[src/ellc_pkg.sv]
// ----------------------------------------------------------------------------
// ellc_pkg
// Types and constants of the Ethernet LLC/ARP header classifier.
// ----------------------------------------------------------------------------
package ellc_pkg;

    // Byte positions within the frame
    localparam logic [5:0] POS_SRC     = 6'd6;
    localparam logic [5:0] POS_TYPE    = 6'd12;
    localparam logic [5:0] POS_PAYLOAD = 6'd14;
    localparam logic [5:0] POS_SAP     = 6'd15;
    localparam logic [5:0] POS_CTL1    = 6'd16;
    localparam logic [5:0] POS_CTL2    = 6'd17;
    localparam logic [5:0] POS_OP_HI   = 6'd20;
    localparam logic [5:0] POS_OP_LO   = 6'd21;
    localparam logic [5:0] POS_MAX     = 6'd63;

    // Type/length word values
    localparam logic [15:0] LLC_MAX_LEN    = 16'd1500;
    localparam logic [15:0] ETHERTYPE_IPV4 = 16'h0800;
    localparam logic [15:0] ETHERTYPE_ARP  = 16'h0806;

    // ARP opcodes
    localparam logic [15:0] ARP_OP_REQUEST = 16'd1;
    localparam logic [15:0] ARP_OP_REPLY   = 16'd2;

    // Minimum frame lengths per kind
    localparam logic [6:0] NEED_BASIC = 7'd14;
    localparam logic [6:0] NEED_LLC_U = 7'd17;
    localparam logic [6:0] NEED_LLC_IS = 7'd18;
    localparam logic [6:0] NEED_ARP   = 7'd22;

    // Frame kind codes
    localparam logic [1:0] KIND_LLC   = 2'd0;
    localparam logic [1:0] KIND_IPV4  = 2'd1;
    localparam logic [1:0] KIND_ARP   = 2'd2;
    localparam logic [1:0] KIND_OTHER = 2'd3;

    // LLC format codes
    localparam logic [1:0] FMT_I       = 2'd0;
    localparam logic [1:0] FMT_S       = 2'd1;
    localparam logic [1:0] FMT_U       = 2'd2;
    localparam logic [1:0] FMT_NOT_LLC = 2'd3;

    // ARP operation codes
    localparam logic [1:0] ARP_REQUEST = 2'd0;
    localparam logic [1:0] ARP_REPLY   = 2'd1;
    localparam logic [1:0] ARP_OTHER   = 2'd2;
    localparam logic [1:0] ARP_NONE    = 2'd3;

    // Captured header bytes
    typedef struct packed {
        logic [47:0] dest;
        logic [47:0] source;
        logic [15:0] type_len;
        logic [7:0]  sap;
        logic [7:0]  ctl1;
        logic [7:0]  ctl2;
        logic [15:0] opcode;
    } hdr_t;

    // One classification result
    typedef struct packed {
        logic [47:0] dest_address;
        logic [47:0] source_address;
        logic [15:0] type_or_length;
        logic [1:0]  frame_kind;
        logic        short_frame;
        logic [1:0]  llc_format;
        logic [6:0]  send_sequence;
        logic [6:0]  receive_sequence;
        logic [4:0]  control_code;
        logic        poll_final;
        logic        is_response;
        logic [1:0]  arp_operation;
    } result_t;

endpackage

[src/ellc_decode.sv]
// ----------------------------------------------------------------------------
// ellc_decode
// Classifies a captured header: frame kind, LLC control field, ARP opcode, short-frame flag.
// ----------------------------------------------------------------------------
module ellc_decode (
    input  ellc_pkg::hdr_t    hdr,
    input  logic [6:0]        byte_count,
    output ellc_pkg::result_t res
);

    logic [6:0] need;

    always_comb begin
        res                  = '0;
        res.dest_address     = hdr.dest;
        res.source_address   = hdr.source;
        res.type_or_length   = hdr.type_len;
        res.llc_format       = ellc_pkg::FMT_NOT_LLC;
        res.arp_operation    = ellc_pkg::ARP_NONE;
        need                 = ellc_pkg::NEED_BASIC;

        // Pick the kind from the type/length word
        priority if (hdr.type_len <= ellc_pkg::LLC_MAX_LEN) begin
            res.frame_kind  = ellc_pkg::KIND_LLC;
            res.is_response = hdr.sap[0];
            // Decode the control field: bit0 clear is I, 01 is S, 11 is U
            priority if (!hdr.ctl1[0]) begin
                res.llc_format       = ellc_pkg::FMT_I;
                res.send_sequence    = hdr.ctl1[7:1];
                res.receive_sequence = hdr.ctl2[7:1];
                res.poll_final       = hdr.ctl2[0];
                need                 = ellc_pkg::NEED_LLC_IS;
            end else if (!hdr.ctl1[1]) begin
                res.llc_format       = ellc_pkg::FMT_S;
                res.receive_sequence = hdr.ctl2[7:1];
                res.control_code     = {3'b000, hdr.ctl1[3:2]};
                res.poll_final       = hdr.ctl2[0];
                need                 = ellc_pkg::NEED_LLC_IS;
            end else begin
                res.llc_format   = ellc_pkg::FMT_U;
                res.control_code = {hdr.ctl1[7:5], hdr.ctl1[3:2]};
                res.poll_final   = hdr.ctl1[4];
                need             = ellc_pkg::NEED_LLC_U;
            end
        end else if (hdr.type_len == ellc_pkg::ETHERTYPE_IPV4) begin
            res.frame_kind = ellc_pkg::KIND_IPV4;
        end else if (hdr.type_len == ellc_pkg::ETHERTYPE_ARP) begin
            res.frame_kind = ellc_pkg::KIND_ARP;
            need           = ellc_pkg::NEED_ARP;
            priority if (hdr.opcode == ellc_pkg::ARP_OP_REQUEST) begin
                res.arp_operation = ellc_pkg::ARP_REQUEST;
            end else if (hdr.opcode == ellc_pkg::ARP_OP_REPLY) begin
                res.arp_operation = ellc_pkg::ARP_REPLY;
            end else begin
                res.arp_operation = ellc_pkg::ARP_OTHER;
            end
        end else begin
            res.frame_kind = ellc_pkg::KIND_OTHER;
        end

        // Flag frames that ended before the fields their kind needs
        res.short_frame = (byte_count < need);
    end

endmodule

[src/ethernet_llc_arp_header_classifier_unit.sv]
// ----------------------------------------------------------------------------
// ethernet_llc_arp_header_classifier_unit
// Ethernet header parser with LLC control decode and ARP opcode check.
// ----------------------------------------------------------------------------
// The block takes one frame byte per beat and accepts a beat in every cycle
// in which s_ready is high. Header bytes are captured as they pass; on the
// beat marked last the classification is decoded in the same cycle and lands
// in the result register, so the result beat is offered in the cycle after
// the last byte, and the next frame may start in the very next cycle if
// m_ready is high. The result register is the only buffer on the output
// side: s_ready drops only while a result is held and m_ready is low; only
// combinational decode logic lies between the capture and result registers.
module ethernet_llc_arp_header_classifier_unit (
    input  logic        aclk,
    input  logic        aresetn,
    input  logic        s_valid,
    output logic        s_ready,
    input  logic [7:0]  s_frame_byte,
    input  logic        s_frame_last,
    output logic        m_valid,
    input  logic        m_ready,
    output logic [47:0] m_dest_address,
    output logic [47:0] m_source_address,
    output logic [15:0] m_type_or_length,
    output logic [1:0]  m_frame_kind,
    output logic        m_short_frame,
    output logic [1:0]  m_llc_format,
    output logic [6:0]  m_send_sequence,
    output logic [6:0]  m_receive_sequence,
    output logic [4:0]  m_control_code,
    output logic        m_poll_final,
    output logic        m_is_response,
    output logic [1:0]  m_arp_operation
);

    logic              s_accept;
    logic [5:0]        pos_reg, pos_next, pos_upd;
    ellc_pkg::hdr_t    hdr_reg, hdr_next, hdr_upd;
    ellc_pkg::result_t res;
    ellc_pkg::result_t res_reg;
    logic              m_valid_reg, m_valid_next;

    // Take a beat while the result register is free or being drained
    assign s_ready  = !m_valid_reg || m_ready;
    assign s_accept = s_valid && s_ready;

    // Capture the header byte at the current position
    always_comb begin
        hdr_upd = hdr_reg;
        priority if (pos_reg < ellc_pkg::POS_SRC) begin
            hdr_upd.dest = {hdr_reg.dest[39:0], s_frame_byte};
        end else if (pos_reg < ellc_pkg::POS_TYPE) begin
            hdr_upd.source = {hdr_reg.source[39:0], s_frame_byte};
        end else if (pos_reg < ellc_pkg::POS_PAYLOAD) begin
            hdr_upd.type_len = {hdr_reg.type_len[7:0], s_frame_byte};
        end else if (pos_reg == ellc_pkg::POS_SAP) begin
            hdr_upd.sap = s_frame_byte;
        end else if (pos_reg == ellc_pkg::POS_CTL1) begin
            hdr_upd.ctl1 = s_frame_byte;
        end else if (pos_reg == ellc_pkg::POS_CTL2) begin
            hdr_upd.ctl2 = s_frame_byte;
        end else if (pos_reg == ellc_pkg::POS_OP_HI || pos_reg == ellc_pkg::POS_OP_LO) begin
            hdr_upd.opcode = {hdr_reg.opcode[7:0], s_frame_byte};
        end else begin
            hdr_upd = hdr_reg;
        end
        // Advance the position, saturating
        pos_upd = (pos_reg < ellc_pkg::POS_MAX) ? (pos_reg + 6'd1) : pos_reg;
    end

    // Decode from the header including this beat's byte
    ellc_decode u_decode (
        .hdr        (hdr_upd),
        .byte_count ({1'b0, pos_reg} + 7'd1),
        .res        (res)
    );

    // Advance capture state; clear it after the last byte
    always_comb begin
        hdr_next     = hdr_reg;
        pos_next     = pos_reg;
        m_valid_next = m_valid_reg && !m_ready;
        if (s_accept) begin
            if (s_frame_last) begin
                hdr_next     = '0;
                pos_next     = '0;
                m_valid_next = 1'b1;
            end else begin
                hdr_next = hdr_upd;
                pos_next = pos_upd;
            end
        end
    end

    // Hold control and capture state
    always_ff @(posedge aclk) begin
        if (!aresetn) begin
            hdr_reg     <= '0;
            pos_reg     <= '0;
            m_valid_reg <= 1'b0;
        end else begin
            hdr_reg     <= hdr_next;
            pos_reg     <= pos_next;
            m_valid_reg <= m_valid_next;
        end
    end

    // Load the result register on the last beat
    always_ff @(posedge aclk) begin
        if (s_accept && s_frame_last) begin
            res_reg <= res;
        end
    end

    assign m_valid            = m_valid_reg;
    assign m_dest_address     = res_reg.dest_address;
    assign m_source_address   = res_reg.source_address;
    assign m_type_or_length   = res_reg.type_or_length;
    assign m_frame_kind       = res_reg.frame_kind;
    assign m_short_frame      = res_reg.short_frame;
    assign m_llc_format       = res_reg.llc_format;
    assign m_send_sequence    = res_reg.send_sequence;
    assign m_receive_sequence = res_reg.receive_sequence;
    assign m_control_code     = res_reg.control_code;
    assign m_poll_final       = res_reg.poll_final;
    assign m_is_response      = res_reg.is_response;
    assign m_arp_operation    = res_reg.arp_operation;

endmodule

[config.mk]
export PLATFORM = sky130hd
export DESIGN_NAME = ethernet_llc_arp_header_classifier_unit
export DESIGN_NICKNAME = d
export VERILOG_FILES = /design/src/ellc_pkg.sv /design/src/ellc_decode.sv /design/src/ethernet_llc_arp_header_classifier_unit.sv
export SDC_FILE = /design/constraint.sdc
export NUM_CORES = 1
export LEC_CHECK = 0
export BUFFER_PORTS_ARGS = -buffer_cell sky130_fd_sc_hd__buf_2
export CAP_MARGIN = 20
export CORE_MARGIN = 2
export CORE_UTILIZATION = 40
export CTS_BUF_LIST = sky130_fd_sc_hd__clkbuf_4 sky130_fd_sc_hd__clkbuf_8
export CTS_CLUSTER_DIAMETER = 200
export CTS_CLUSTER_SIZE = 8
export DETAILED_ROUTE_END_ITERATION = 16
export PLACE_DENSITY = 0.69
export SYNTH_ARGS = -nofsm -noshare
export SYNTH_HDL_FRONTEND = slang
export SYNTH_HIERARCHICAL = 1
export SYNTH_SLANG_ARGS = --single-unit
[constraint.sdc]
create_clock -name aclk -period 5.26 [get_ports aclk]
set_clock_uncertainty 0.15 [all_clocks]
set_input_delay 0.263 -clock aclk [delete_from_list [all_inputs] [get_ports aclk]]
set_output_delay 0.263 -clock aclk [all_outputs]
set_load 0.01 [all_outputs]
-- Word level (Yosys, flattened, before mapping)
Index checks and enable logic that the tools add are counted.
- logic and storage cells: 98
- flip-flop bits (word level): 292
- bits of input ports: 13
- output and inout bits: 142
- $lt $le $gt $ge: 6
- bitwise operators: 2
- eq/ne operators: 9
- reductions and logical operators: 14
- mux-type cells: 42
- add/sub/neg operators: 2
- operator list (operator ; count):
    2-to-1 mux 128 bit ; 5
    2-to-1 mux 152 bit ; 1
    2-to-1 mux 48 bit ; 3
    2-to-1 mux 120 bit ; 1
    2-to-1 mux 112 bit ; 1
    2-to-1 mux 104 bit ; 1
    2-to-1 mux 96 bit ; 1
    2-to-1 mux 56 bit ; 1
    2-to-1 mux 16 bit ; 3
    2-to-1 mux 40 bit ; 1
    == test 16 x 12 -> 1 bit (second input constant) ; 2
    2-to-1 mux 32 bit ; 1
    2-to-1 mux 7 bit ; 4
    == test 6 x 5 -> 1 bit (second input constant) ; 4
    2-to-1 mux 24 bit ; 1
    2-to-1 mux 8 bit ; 3
    == test 16 x 1 -> 1 bit (second input constant) ; 1
    == test 16 x 2 -> 1 bit (second input constant) ; 1
    less-or-equal comparator 16 x 11 -> 1 bit (second input constant) ; 1
    < comparator 6 x 4 -> 1 bit (second input constant) ; 2
    2-to-1 mux 2 bit ; 6
    2-to-1 mux 6 bit ; 2
    adder 6 x 1 -> 7 bit (second input constant) ; 1
    < comparator 7 bit ; 1
    other kinds (15) ; 27

-- Depth between registers and ports, before layout
- depth in word-level cells: 16
- gate-level depth with buffers: 17
- gate-level depth less buffers: 13

-- Cells and area by module
The synthesis kept the hierarchy.
- modules (own cells, without submodules) (module ; seq. area each (µm²) ; instances ; cells an instance ; area an instance (µm²)):
    ethernet_llc_arp_header_classifier_unit ; 7387.1 ; 1 ; 897 ; 11820.1
    ellc_decode ; 0.0 ; 1 ; 184 ; 1328.8

-- Worst setup path after synthesis
Ideal clock, no wire load.
- path type: input to register
- start: input s_frame_last
- end: register res_reg (netlist bit m_arp_operation[0]) (enable)
- slack: 835 ps
- setup time: 493 ps
- buffers on the path: 2
- required time: 4617 ps
- arrival: 3782 ps
- stages: 4
- cells stage by stage: clkbuf_1 clkbuf_1 nand3_1 inv_1
- word-level cells in the longest chain between the ends: 1
- ends and longest elaborated chain (what ; RTL line ; text):
    start: declaration ; ethernet_llc_arp_header_classifier_unit.sv:19 ; input logic s_frame_last,
    logical AND 1 bit ; ethernet_llc_arp_header_classifier_unit.sv:110 ; if (s_accept && s_frame_last) begin
    end signal: assignment ; ethernet_llc_arp_header_classifier_unit.sv:111 ; res_reg <= res;
    end: declaration ; ethernet_llc_arp_header_classifier_unit.sv:40 ; ellc_pkg::result_t res_reg;
Every way passes these cells.
A chain may end at the register's enable or synchronous reset.

==> qor.csv <==
metric;value;unit
status;finished clean;
core;31600;µm²
rows;65;
dr.pass1.iters;5;
grt_max_degree;100;
multiInputGateArea;4370;µm²
fin_nets;1096;
start_util;40.7;%
hp-class;primary input to flop;
area_growth_syn_to_layout;8.17;%
hold_buffers;0;
clkTransAtPathRegs;70;ps
layout-drive-gt1-share;37.5;%
final_max_slew_viol_count;0;
rrSetupSlack;750;ps
vias_per_cell;5.41;
cts_resized;0;
drc;0;
powerDensity;323;nW/µm²
critPathRequiredTime;5480;ps
tns;0;ps
p_leak;0.00533;µW
grt.total_usage;16.8;%
finalHoldViolations;0;
fmax;222;MHz
cts_root_buffer;clkbuf_8;
cts-buffers-inserted;42;
routedWlPerCell;19.4;µm
path_class;flop to flop;
gp_congestion;0.835;
seqCellArea;7250;µm²
cts.sinks;292;
ant_nets;0;
grt_antenna_before_repair;1;
port_buffers;154;
synth_cells;1053;
yosysWarningCount;6;
largest_reg_flops;145;
grt_pass1_vias;7900;
dieArea;33600;µm²
h-tree-depth;2;
worstSetupEndpoint;m_short_frame$_DFFE_PP_;
max_slew.worst_pin.slew;1030;ps
post-cts-setup-buffer-count;0;
clockBufferDepth;3;
crit_path_end_kind;flop;
synth_area_per_cell;12.2;µm²
r2r_start;pos_reg[5]$_SDFFE_PN0P_;
max_cap_violations;0;
drtIter0Drc;642;
cp.arrival;4740;ps
syn_area;12800;µm²
start_kind;flop;
period_share;85.8;%
finalSetupViolCount;0;
die_h;183;µm
worst-r2r-cell-count;13;
syn_nets;1073;
relSlewSlack;30.9;%
drt-total-wl;29.3;mm
rr_endpoint;m_short_frame$_DFFE_PP_;
fin_crit;4510;ps
nFillCells;2979;
ir_worst_vdd;177;µV
io_pins;155;
vias;8180;
die_x;183;µm
cp-startpoint;pos_reg[5]$_SDFFE_PN0P_;
rsz0062_at_grt;no;
cts_tree;built;
clk-insertion-delay-late;560;ps
grt_pass1_wl;44.3;mm
dp_hpwl;18.1;mm
grt-ovfl-total;0;
worstPathMaxFanout;25;
hold_slack;59.2;ps
-- layout make-up --
class	count	area share, %
Antenna cell	1	0.0180
Clock buffer	72	5.78
Inverter	8	0.288
Clock inverter	4	0.387
Timing Repair Buffer	168	6.30
Tap cell	402	3.62
Multi-Input combinational cell	564	31.4
Sequential cell	292	52.2
-- stage by stage --
stage | power [µW] | std cells | area [µm²] | utilization, % | setup slack [ps]
after CTS | 4560 | 1510 | 13900 | 44.0 | 811
after floorplan | 2600 | 1053 | 12800 | - | 835
after detailed placement | 2690 | 1434 | 13000 | 41.3 | 762
final | 4490 | 1511 | 13900 | 44.0 | 745
after global routing | 4660 | 1510 | 13900 | 44.0 | 496
after global placement | 2690 | 1434 | 13000 | 41.3 | 949
-- worst max-delay path, cell delays in order, from the launching register on --
cell	delay, ps
dfxtp_1	430
nor2_1	290
and4_1	770
mux2_2	420
nor4_1	480
nand2b_1	150
a21o_4	250
inv_6	140
nor2_1	80
ha_1	330
a2111oi_0	340
o21ai_0	200
a41o_1	250
o41ai_2	40
-- placed cells by master, fill, tap and decap left out, types with 3 or more instances in the layout --
cell      count
nor3_1        3
dfxtp_1     152
inv_1         5
edfxtp_1    140
o32ai_1      10
nand2b_1      6
or3b_2        6
buf_4        14
a21oi_1      56
nor4_1        6
clkbuf_4     30
and2_1        4
and3_2        6
and3_1       19
nor2_1       14
nand2_1      51
o21ai_0      45
buf_2       154
ha_1          7
mux2_4       10
a32o_1       25
inv_6         3
nand4_1       3
a22o_1       40
mux2_2      135
nand3_1      59
o22ai_1      25
clkbuf_8     42
-- how the worst min path moves through the flow --
stage	endpoint	slack, ps	from	cells after the start
6_report	hdr_reg[29]$_SDFFE_PN0P_	60	s_frame_byte[5]	3
5_1_grt	hdr_reg[29]$_SDFFE_PN0P_	70	s_frame_byte[5]	3
4_1_cts	hdr_reg[29]$_SDFFE_PN0P_	20	s_frame_byte[5]	3
3_5_place_dp	hdr_reg[27]$_SDFFE_PN0P_	300	hdr_reg[27]$_SDFFE_PN0P_	2
3_3_place_gp	hdr_reg[32]$_SDFFE_PN0P_	290	hdr_reg[32]$_SDFFE_PN0P_	2
2_1_floorplan	hdr_reg[17]$_SDFFE_PN0P_	290	hdr_reg[17]$_SDFFE_PN0P_	2
-- power by group --
group | leakage, µW | internal, µW | switching [µW] | total [µW]
clock | 0.000459 | 1010 | 848 | 1860
combinational | 0.00230 | 48.9 | 149 | 198
sequential | 0.00257 | 2420 | 18.3 | 2440
total | 0.00533 | 3480 | 1020 | 4490
-- routing by layer --
metal  up-vias  global-route usage [%]  share of wire (%)
li1       3868                       -                  -
met1      4003                    23.6                 46
met2       260                    26.6                 46
met3        49                    2.98                5.6
met4         0                    5.38                2.1
met5         -                       0                  0
Power figures use the tool's default switching activity.
